## config.mk

```make
export PLATFORM = sky130hd
export DESIGN_NAME = q16_48_requantize_with_stats_top
export DESIGN_NICKNAME = d
export VERILOG_FILES = /design/src/sv/qrq_pkg.sv /design/src/sv/qrq_front.sv /design/src/sv/qrq_fifo.sv /design/src/sv/qrq_back.sv /design/src/sv/q16_48_requantize_with_stats_top.sv
export SDC_FILE = /design/constraint.sdc
export NUM_CORES = 2
export LEC_CHECK = 0
export ABC_AREA = 1
export ABC_CLOCK_PERIOD_IN_PS = 8200
export BUFFER_PORTS_ARGS = -buffer_cell sky130_fd_sc_hd__buf_2
export CORE_MARGIN = 2
export CORE_UTILIZATION = 25
export DETAILED_ROUTE_END_ITERATION = 10
export HOLD_SLACK_MARGIN = 0.02
export PLACE_DENSITY = 0.51
export SYNTH_ARGS = -nofsm -noshare
export SYNTH_HDL_FRONTEND = slang
export SYNTH_SLANG_ARGS = --single-unit
```

## constraint.sdc

```tcl
create_clock -name clk -period 8.2 [get_ports clk]
set_clock_uncertainty 0.2 [all_clocks]
set_input_delay 0.41 -clock clk [delete_from_list [all_inputs] [get_ports clk]]
set_output_delay 0.41 -clock clk [all_outputs]
set_load 0.005 [all_outputs]
```

## src/sv/qrq_pkg.sv

```systemverilog
// Shared types and constants for the Q16.48 requantiser with statistics.
`default_nettype none
package qrq_pkg;

  // Fraction bits of the input format
  localparam int FRAC_BITS = 48;
  localparam int DROP_W    = 6;

  // Queue between front and back
  localparam int QDEPTH = 4;
  localparam int QPTR_W = $clog2(QDEPTH);

  localparam logic [47:0] CNT_MAX = {48{1'b1}};
  localparam logic [63:0] POS_MAX = {1'b0, {63{1'b1}}};

  // One classified item as handed from front to back
  typedef struct packed {
    logic [63:0] rounded_value;
    logic        saturated;
    logic [47:0] abs_delta;
    logic [63:0] grid_index;
    logic        clear_stats;
    logic        changed;
    logic        orig_zero;
    logic        quant_zero;
  } qrq_entry_t;

endpackage
`default_nettype wire

```

## src/sv/qrq_front.sv

```systemverilog
// Front part: accepts items, rounds them and classifies the result.
`default_nettype none
module qrq_front (
  input  wire logic              clk,
  input  wire logic              rst,
  input  wire logic [5:0]        frac_bits,
  input  wire logic [63:0]       value_in,
  input  wire logic              clear_stats,
  input  wire logic              item_valid,
  output logic                   item_stall,
  output qrq_pkg::qrq_entry_t    entry,
  output logic                   entry_valid,
  input  wire logic              entry_full
);
  import qrq_pkg::*;

  // Stage valids and handshake chain
  logic s1_valid, s2_valid, s3_valid;
  logic s1_ready, s2_ready, s3_ready;

  assign s3_ready   = !s3_valid || !entry_full;
  assign s2_ready   = !s2_valid || s3_ready;
  assign s1_ready   = !s1_valid || s2_ready;
  assign item_stall = !s1_ready;

  // Bits dropped, from the clamped register
  logic [DROP_W-1:0] bits_kept;
  logic [DROP_W-1:0] drop_in;

  assign bits_kept = (frac_bits > DROP_W'(FRAC_BITS)) ? DROP_W'(FRAC_BITS) : frac_bits;
  assign drop_in   = DROP_W'(FRAC_BITS) - bits_kept;

  // Stage 1 registers
  logic [63:0]       s1_v;
  logic              s1_clr;
  logic [DROP_W-1:0] s1_drop;

  // Stage 1 logic: round half away from zero in one add
  logic [63:0] quantum;
  logic [63:0] half;
  logic [63:0] addend;
  logic [63:0] summ;
  logic        sat1;
  logic [63:0] res1;

  always_comb begin
    quantum = 64'd1 << s1_drop;
    half    = quantum >> 1;
    addend  = s1_v[63] ? (half - 64'd1) : half;
    summ    = (s1_v + addend) & ~(quantum - 64'd1);
    sat1    = (s1_drop != '0) && !s1_v[63] && summ[63];
    if (s1_drop == '0) begin
      res1 = s1_v;
    end else if (sat1) begin
      res1 = POS_MAX;
    end else begin
      res1 = summ;
    end
  end

  // Stage 2 registers
  logic [63:0]       s2_v;
  logic [63:0]       s2_res;
  logic              s2_sat;
  logic              s2_clr;
  logic [DROP_W-1:0] s2_drop;

  // Stage 2 logic: error and grid index (the result is on the grid unless saturated, so the shift is exact there)
  logic [63:0] diff2;
  logic [63:0] grid2;

  assign diff2 = s2_v - s2_res;
  assign grid2 = $unsigned($signed(s2_res) >>> s2_drop);

  // Stage 3 registers
  logic [63:0] s3_v;
  logic [63:0] s3_res;
  logic        s3_sat;
  logic        s3_clr;
  logic [63:0] s3_diff;
  logic [63:0] s3_grid;

  // Stage 3 logic: magnitude of error, clamp to 48 bits, classify
  logic [63:0] mag3;

  always_comb begin
    mag3                = s3_diff[63] ? (~s3_diff + 64'd1) : s3_diff;
    entry.rounded_value = s3_res;
    entry.saturated     = s3_sat;
    entry.abs_delta     = (|mag3[63:48]) ? CNT_MAX : mag3[47:0];
    entry.grid_index    = s3_grid;
    entry.clear_stats   = s3_clr;
    entry.changed       = (s3_res != s3_v);
    entry.orig_zero     = (s3_v == '0);
    entry.quant_zero    = (s3_res == '0);
  end

  assign entry_valid = s3_valid;

  // Pipeline valids
  always_ff @(posedge clk) begin
    if (rst) begin
      s1_valid <= 1'b0;
      s2_valid <= 1'b0;
      s3_valid <= 1'b0;
    end else begin
      if (s1_ready) s1_valid <= item_valid;
      if (s2_ready) s2_valid <= s1_valid;
      if (s3_ready) s3_valid <= s2_valid;
    end
  end

  // Pipeline payload
  always_ff @(posedge clk) begin
    if (item_valid && s1_ready) begin
      s1_v    <= value_in;
      s1_clr  <= clear_stats;
      s1_drop <= drop_in;
    end
    if (s1_valid && s2_ready) begin
      s2_v    <= s1_v;
      s2_res  <= res1;
      s2_sat  <= sat1;
      s2_clr  <= s1_clr;
      s2_drop <= s1_drop;
    end
    if (s2_valid && s3_ready) begin
      s3_v    <= s2_v;
      s3_res  <= s2_res;
      s3_sat  <= s2_sat;
      s3_clr  <= s2_clr;
      s3_diff <= diff2;
      s3_grid <= grid2;
    end
  end

endmodule
`default_nettype wire

```

## src/sv/qrq_fifo.sv

```systemverilog
// Short queue of classified items between front and back.
`default_nettype none
module qrq_fifo (
  input  wire logic              clk,
  input  wire logic              rst,
  input  wire logic              push_valid,
  input  wire qrq_pkg::qrq_entry_t push_data,
  output logic                   full,
  output logic                   pop_valid,
  output qrq_pkg::qrq_entry_t    pop_data,
  input  wire logic              pop
);
  import qrq_pkg::*;

  qrq_entry_t        mem [QDEPTH];
  logic [QPTR_W-1:0] wr_ptr;
  logic [QPTR_W-1:0] rd_ptr;
  logic [QPTR_W:0]   count;
  logic              do_push;
  logic              do_pop;

  assign full      = (count == (QPTR_W+1)'(QDEPTH));
  assign pop_valid = (count != '0);
  assign pop_data  = mem[rd_ptr];
  assign do_push   = push_valid && !full;
  assign do_pop    = pop && pop_valid;

  // Pointers and fill count
  always_ff @(posedge clk) begin
    if (rst) begin
      wr_ptr <= '0;
      rd_ptr <= '0;
      count  <= '0;
    end else begin
      if (do_push) wr_ptr <= wr_ptr + QPTR_W'(1);
      if (do_pop)  rd_ptr <= rd_ptr + QPTR_W'(1);
      unique case ({do_push, do_pop})
        2'b10:   count <= count + (QPTR_W+1)'(1);
        2'b01:   count <= count - (QPTR_W+1)'(1);
        default: count <= count;
      endcase
    end
  end

  // Storage
  always_ff @(posedge clk) begin
    if (do_push) mem[wr_ptr] <= push_data;
  end

endmodule
`default_nettype wire

```

## src/sv/qrq_back.sv

```systemverilog
// Back part: updates running statistics and holds the result register.
`default_nettype none
module qrq_back (
  input  wire logic              clk,
  input  wire logic              rst,
  input  wire logic              entry_valid,
  input  wire qrq_pkg::qrq_entry_t entry,
  output logic                   entry_pop,
  output logic                   result_valid,
  input  wire logic              result_stall,
  output logic [63:0]            rounded_value,
  output logic                   saturated,
  output logic [47:0]            abs_delta,
  output logic [63:0]            grid_index,
  output logic [47:0]            changed_total,
  output logic [47:0]            orig_zero_total,
  output logic [47:0]            quant_zero_total,
  output logic [47:0]            sat_total,
  output logic [47:0]            max_delta_seen,
  output logic [63:0]            delta_sum,
  output logic [63:0]            grid_low,
  output logic [63:0]            grid_high
);
  import qrq_pkg::*;

  // Saturating 48-bit count
  function automatic logic [47:0] bump48(input logic [47:0] c, input logic inc);
    return (inc && (c != CNT_MAX)) ? (c + 48'd1) : c;
  endfunction

  // Statistics registers
  logic [47:0] changed_count;
  logic [47:0] orig_zero_count;
  logic [47:0] quant_zero_count;
  logic [47:0] sat_count;
  logic [47:0] max_delta_reg;
  logic [63:0] delta_accum;
  logic [63:0] grid_min_reg;
  logic [63:0] grid_max_reg;
  logic        seen_any;

  // Take the next item when the result register is free or being emptied
  assign entry_pop = entry_valid && (!result_valid || !result_stall);

  // Next statistics, from cleared or held values
  logic [47:0] b_changed, b_orig, b_quant, b_sat, b_max;
  logic [63:0] b_accum, b_min, b_maxg;
  logic        b_seen;
  logic [64:0] accum_sum;
  logic [47:0] changed_count_next, orig_zero_count_next, quant_zero_count_next;
  logic [47:0] sat_count_next, max_delta_reg_next;
  logic [63:0] delta_accum_next, grid_min_reg_next, grid_max_reg_next;

  always_comb begin
    b_changed = entry.clear_stats ? '0 : changed_count;
    b_orig    = entry.clear_stats ? '0 : orig_zero_count;
    b_quant   = entry.clear_stats ? '0 : quant_zero_count;
    b_sat     = entry.clear_stats ? '0 : sat_count;
    b_max     = entry.clear_stats ? '0 : max_delta_reg;
    b_accum   = entry.clear_stats ? '0 : delta_accum;
    b_min     = entry.clear_stats ? '0 : grid_min_reg;
    b_maxg    = entry.clear_stats ? '0 : grid_max_reg;
    b_seen    = entry.clear_stats ? 1'b0 : seen_any;

    changed_count_next    = bump48(b_changed, entry.changed);
    orig_zero_count_next  = bump48(b_orig, entry.orig_zero);
    quant_zero_count_next = bump48(b_quant, entry.quant_zero);
    sat_count_next        = bump48(b_sat, entry.saturated);
    max_delta_reg_next    = (entry.abs_delta > b_max) ? entry.abs_delta : b_max;

    accum_sum        = {1'b0, b_accum} + {17'd0, entry.abs_delta};
    delta_accum_next = accum_sum[64] ? {64{1'b1}} : accum_sum[63:0];

    // First item after a clear sets both bounds
    if (!b_seen) begin
      grid_min_reg_next = entry.grid_index;
      grid_max_reg_next = entry.grid_index;
    end else begin
      grid_min_reg_next = ($signed(entry.grid_index) < $signed(b_min)) ?
                          entry.grid_index : b_min;
      grid_max_reg_next = ($signed(entry.grid_index) > $signed(b_maxg)) ?
                          entry.grid_index : b_maxg;
    end
  end

  // Control state and statistics
  always_ff @(posedge clk) begin
    if (rst) begin
      result_valid     <= 1'b0;
      changed_count    <= '0;
      orig_zero_count  <= '0;
      quant_zero_count <= '0;
      sat_count        <= '0;
      max_delta_reg    <= '0;
      delta_accum      <= '0;
      grid_min_reg     <= '0;
      grid_max_reg     <= '0;
      seen_any         <= 1'b0;
    end else begin
      if (entry_pop) begin
        result_valid     <= 1'b1;
        changed_count    <= changed_count_next;
        orig_zero_count  <= orig_zero_count_next;
        quant_zero_count <= quant_zero_count_next;
        sat_count        <= sat_count_next;
        max_delta_reg    <= max_delta_reg_next;
        delta_accum      <= delta_accum_next;
        grid_min_reg     <= grid_min_reg_next;
        grid_max_reg     <= grid_max_reg_next;
        seen_any         <= 1'b1;
      end else if (!result_stall) begin
        result_valid <= 1'b0;
      end
    end
  end

  // Result payload register
  always_ff @(posedge clk) begin
    if (entry_pop) begin
      rounded_value <= entry.rounded_value;
      saturated     <= entry.saturated;
      abs_delta     <= entry.abs_delta;
      grid_index    <= entry.grid_index;
    end
  end

  // Totals change only when a new result is loaded
  assign changed_total    = changed_count;
  assign orig_zero_total  = orig_zero_count;
  assign quant_zero_total = quant_zero_count;
  assign sat_total        = sat_count;
  assign max_delta_seen   = max_delta_reg;
  assign delta_sum        = delta_accum;
  assign grid_low         = grid_min_reg;
  assign grid_high        = grid_max_reg;

endmodule
`default_nettype wire

```

## src/sv/q16_48_requantize_with_stats_top.sv

```systemverilog
// An accepted item passes 3 front stages and 1 queue hop, then loads the result register;
// one item per cycle is taken while the back side drains, so throughput is 1 item/cycle.
// The front rounding pipeline and the 4-entry queue decouple input stall from output stall.
// The statistics update in the back part, done as each result is loaded, sets the sustained rate.
// Reset (synchronous, active high) empties the pipeline and queue, clears all statistics
// and sets frac_bits to 48.
`default_nettype none
module q16_48_requantize_with_stats_top (
  input  wire logic        clk,
  input  wire logic        rst,
  input  wire logic        frac_bits_write,
  input  wire logic [5:0]  frac_bits,
  input  wire logic        item_valid,
  output logic             item_stall,
  input  wire logic [63:0] value_in,
  input  wire logic        clear_stats,
  output logic             result_valid,
  input  wire logic        result_stall,
  output logic [63:0]      rounded_value,
  output logic             saturated,
  output logic [47:0]      abs_delta,
  output logic [63:0]      grid_index,
  output logic [47:0]      changed_total,
  output logic [47:0]      orig_zero_total,
  output logic [47:0]      quant_zero_total,
  output logic [47:0]      sat_total,
  output logic [47:0]      max_delta_seen,
  output logic [63:0]      delta_sum,
  output logic [63:0]      grid_low,
  output logic [63:0]      grid_high
);
  import qrq_pkg::*;

  // Configuration register
  logic [5:0] frac_bits_reg;

  always_ff @(posedge clk) begin
    if (rst) begin
      frac_bits_reg <= 6'(FRAC_BITS);
    end else if (frac_bits_write) begin
      frac_bits_reg <= frac_bits;
    end
  end

  qrq_entry_t f_entry;
  logic       f_valid;
  logic       q_full;
  qrq_entry_t q_entry;
  logic       q_valid;
  logic       q_pop;

  qrq_front u_front (
    .clk         (clk),
    .rst         (rst),
    .frac_bits   (frac_bits_reg),
    .value_in    (value_in),
    .clear_stats (clear_stats),
    .item_valid  (item_valid),
    .item_stall  (item_stall),
    .entry       (f_entry),
    .entry_valid (f_valid),
    .entry_full  (q_full)
  );

  qrq_fifo u_fifo (
    .clk        (clk),
    .rst        (rst),
    .push_valid (f_valid),
    .push_data  (f_entry),
    .full       (q_full),
    .pop_valid  (q_valid),
    .pop_data   (q_entry),
    .pop        (q_pop)
  );

  qrq_back u_back (
    .clk              (clk),
    .rst              (rst),
    .entry_valid      (q_valid),
    .entry            (q_entry),
    .entry_pop        (q_pop),
    .result_valid     (result_valid),
    .result_stall     (result_stall),
    .rounded_value    (rounded_value),
    .saturated        (saturated),
    .abs_delta        (abs_delta),
    .grid_index       (grid_index),
    .changed_total    (changed_total),
    .orig_zero_total  (orig_zero_total),
    .quant_zero_total (quant_zero_total),
    .sat_total        (sat_total),
    .max_delta_seen   (max_delta_seen),
    .delta_sum        (delta_sum),
    .grid_low         (grid_low),
    .grid_high        (grid_high)
  );

endmodule
`default_nettype wire

```

==> reports/qor.txt <==
status - completed
H-tree depth - 4
Clk pin slew, worst setup/hold paths - 0.06 ns
Iteration-0 DRC Markers - 7292
die area - 396900 um2
Largest Register - u_fifo.mem
Crit. Startpoint - u_front.s1_drop[3]
WS Path Type - reg2reg
CP most frequent cell - nor2_1
drt via density - 4.767
cell taking the most area after synthesis - edfxtp_1
P_leak - 44.16 nW
Max stage delay on crit path - 0.82 ns
clk_lat worst skew - 0.93 ns
root buffer selected by CTS - clkbuf_16
post-synthesis average cell area - 8.619 um2
RSZ-0062 raised after global routing - false
Max Cap Viol - 0
CTS max path bufs - 4
hold_buf cts - 132
top post-synthesis cells by area - edfxtp_1 42%, dfxtp_1 9.2%, nand2_1 9.0%
row cnt - 229
post-synthesis sequential area ratio - 50.92%
Resized Gates After CTS - 0
Synth Instances - 11367
reg2reg end - u_front.s2_res[43]
CP Launch Type - flop
Final period util - 89.91%
Die X - 630.0 um
Num CTS Buffers - 219
final hold violations - 0
crit-path max FO - 43
pin count of the biggest net entering global routing - 125
Max Slew Vio Count - 0
Post-CTS Setup Bufs - 0
Primary FF master, synth - edfxtp_1
crit path to - u_front.s2_res[43]
DRC viols - 0
number of synthesized flops with an enable pin - 1360
share of Yosys cell area claimed by the top area cell type - 41.68%
fill count - 41525
Tmin final - 7.372 ns
Worst Setup End Kind - flop
Congestion Overflow GR - 0
Power Density - 336.4 nW/um2
via count - 83363
reg-to-reg slack, setup - 0.83 ns
Mapped Area - 97970 um2
Setup Viol. Count Final - 0
Max-slew headroom - 17.45%
count leader, synth - nand2_1
Post-layout nets - 12547
Reg-to-Reg Start - u_front.s1_drop[3]
die height - 630.0 um
area grow syn2layout - 18.41%
FF+latch count, synth - 1812
GRT Total Usage - 18.86%
WL/cell - 22.32 um
Post-DP Area - 107500 um2
CTS tree - yes
Mapped Nets - 11810
Hold Path Class - in2reg
CP Data Required Time - 8.68 ns
drt pass-1 iters - 8
core area - 389700 um2
Worst-Margin Slew - 1.225 ns
post-synthesis cell type count - 69
Util after Layout - 29.77%
fmax - 135.6 MHz
fin area - 116000 um2
ANT nets after route - 0
total wire length - 390400 um
initial antenna violation count - 8
Synth top cells by count - 2353 x nand2_1, 1532 x nor2_1, 1360 x edfxtp_1, 1060 x inv_1, 843 x o21ai_0
Yosys warnings - 0
CP max-delay cell - edfxtp_1
first-pass GRT wire length - 554200 um
Peak VDD IR - 0.2313 mV
post-DP HPWL - 295800 um
Storage cell area - 49900 um2
final worst slack - 0.8276 ns
Worst Path Arrival - 7.86 ns
Place WS - 1.052 ns
length in cells of the worst reg-to-reg path - 25
fraction of registers with async set/reset - 0%
layout cells sized above 1 - 10.73%
Initial Utilization - 25.14%
max reg flops - 720
vias in the first global route - 78298
gpl congestion - 0.9715
Clock Sink Count - 1812
top-level I/O count - 687
area of the multi-input gates - 42140 um2
Port Buffers - 686
## report_power, final
| part | leakage, nW | total [mW] | switching [mW] | internal, mW |
|---|---|---|---|---|
| clock network | 3.49 | 9.83 | 4.12 | 5.70 |
| logic | 25.2 | 16.7 | 11.8 | 4.92 |
| registers | 15.5 | 12.5 | 1.00 | 11.4 |
## layout make-up
class,count,share of cell area (%)
Timing Repair Buffer,982,5.308
Inverter,1081,3.543
Tap cell,5197,5.605
Clock inverter,128,1.074
Antenna cell,5,0.01079
Clock buffer,275,5.119
Multi-Input combinational cell,8008,36.33
Sequential cell,1812,43.01
## metrics by stage
step | power (mW) | hold slack (ns) | std cells | setup TNS [ns]
detailed placement | 29.38 | 0.2074 | 16948 | 0
global route | 41.51 | 0.04288 | 17484 | 0
finish | 39.02 | 0.05054 | 17488 | 0
global placement | 29.34 | 0.2088 | 16948 | 0
CTS | 39.40 | 0.02066 | 17483 | 0
floorplan | 22.42 | 0.2003 | 11367 | -599.66
## critical path: cells and delay by family (launching register included)
family / cells / cell delay (ns)
buffers and inverters: 4 / 1.15
AND/OR/NAND/NOR: 13 / 3.12
XOR/XNOR: 2 / 0.41
flip-flops: 1 / 0.82
adder cells (fa/ha/maj): 2 / 0.61
AO/OA/AOI/OAI: 4 / 0.78
## cell families (layout without fill, tap and decap cells)
kind of cell / after synthesis / count (layout) / synth area share (%)
AO/OA/AOI/OAI: 2077 / 2077 / 11.66
XOR/XNOR: 475 / 475 / 4.246
adder cells (fa/ha/maj): 367 / 367 / 4.718
buffers and inverters: 1547 / 2466 / 6.221
flip-flops: 1812 / 1812 / 50.92
multiplexers: 85 / 85 / 0.8697
other: 0 / 5 / 0
AND/OR/NAND/NOR: 5004 / 5004 / 21.37
## worst min path at each step
| stage | slack [ns] | to | from | cells past startpoint |
|---|---|---|---|---|
| after floorplan | 0.20 | u_front.s2_clr | u_front.s1_clr | 0 |
| after CTS | 0.02 | u_front.s1_v[52] | value_in[52] | 2 |
| after detailed placement | 0.21 | u_front.s2_clr | u_front.s1_clr | 0 |
| after global placement | 0.21 | u_front.s2_clr | u_front.s1_clr | 0 |
| final | 0.05 | u_front.s1_v[7] | value_in[7] | 2 |
| after global routing | 0.04 | u_front.s1_v[3] | value_in[3] | 2 |
## per-layer routing
metal	vias up	wire, um	GRT usage [%]
met5	-	10	0
met2	2466	180200	31.08
met3	522	23010	2.830
li1	40306	-	-
met1	40067	171300	24.91
met4	2	15870	6.992
## layout by cell type (no fill, tap or decap), drive strengths merged, types with 17 or more instances in the layout
cell type / n
nor4: 119
o22ai: 130
inv: 1089
a21o: 31
o21bai: 17
dlygate4sd3: 132
clkinvlp: 18
nor3: 214
nor3b: 27
clkinv: 84
xnor2: 201
a21oi: 735
edfxtp: 1360
a32oi: 54
o211ai: 38
nand3: 520
nand4: 144
mux2i: 84
ha: 363
nor2: 1563
nand3b: 28
o21ai: 874
xor2: 274
nand2: 2364
bufinv: 18
buf: 849
o21a: 30
clkbuf: 276
dfxtp: 452
a31oi: 96
Note: power is estimated with default switching activity, not from simulation.
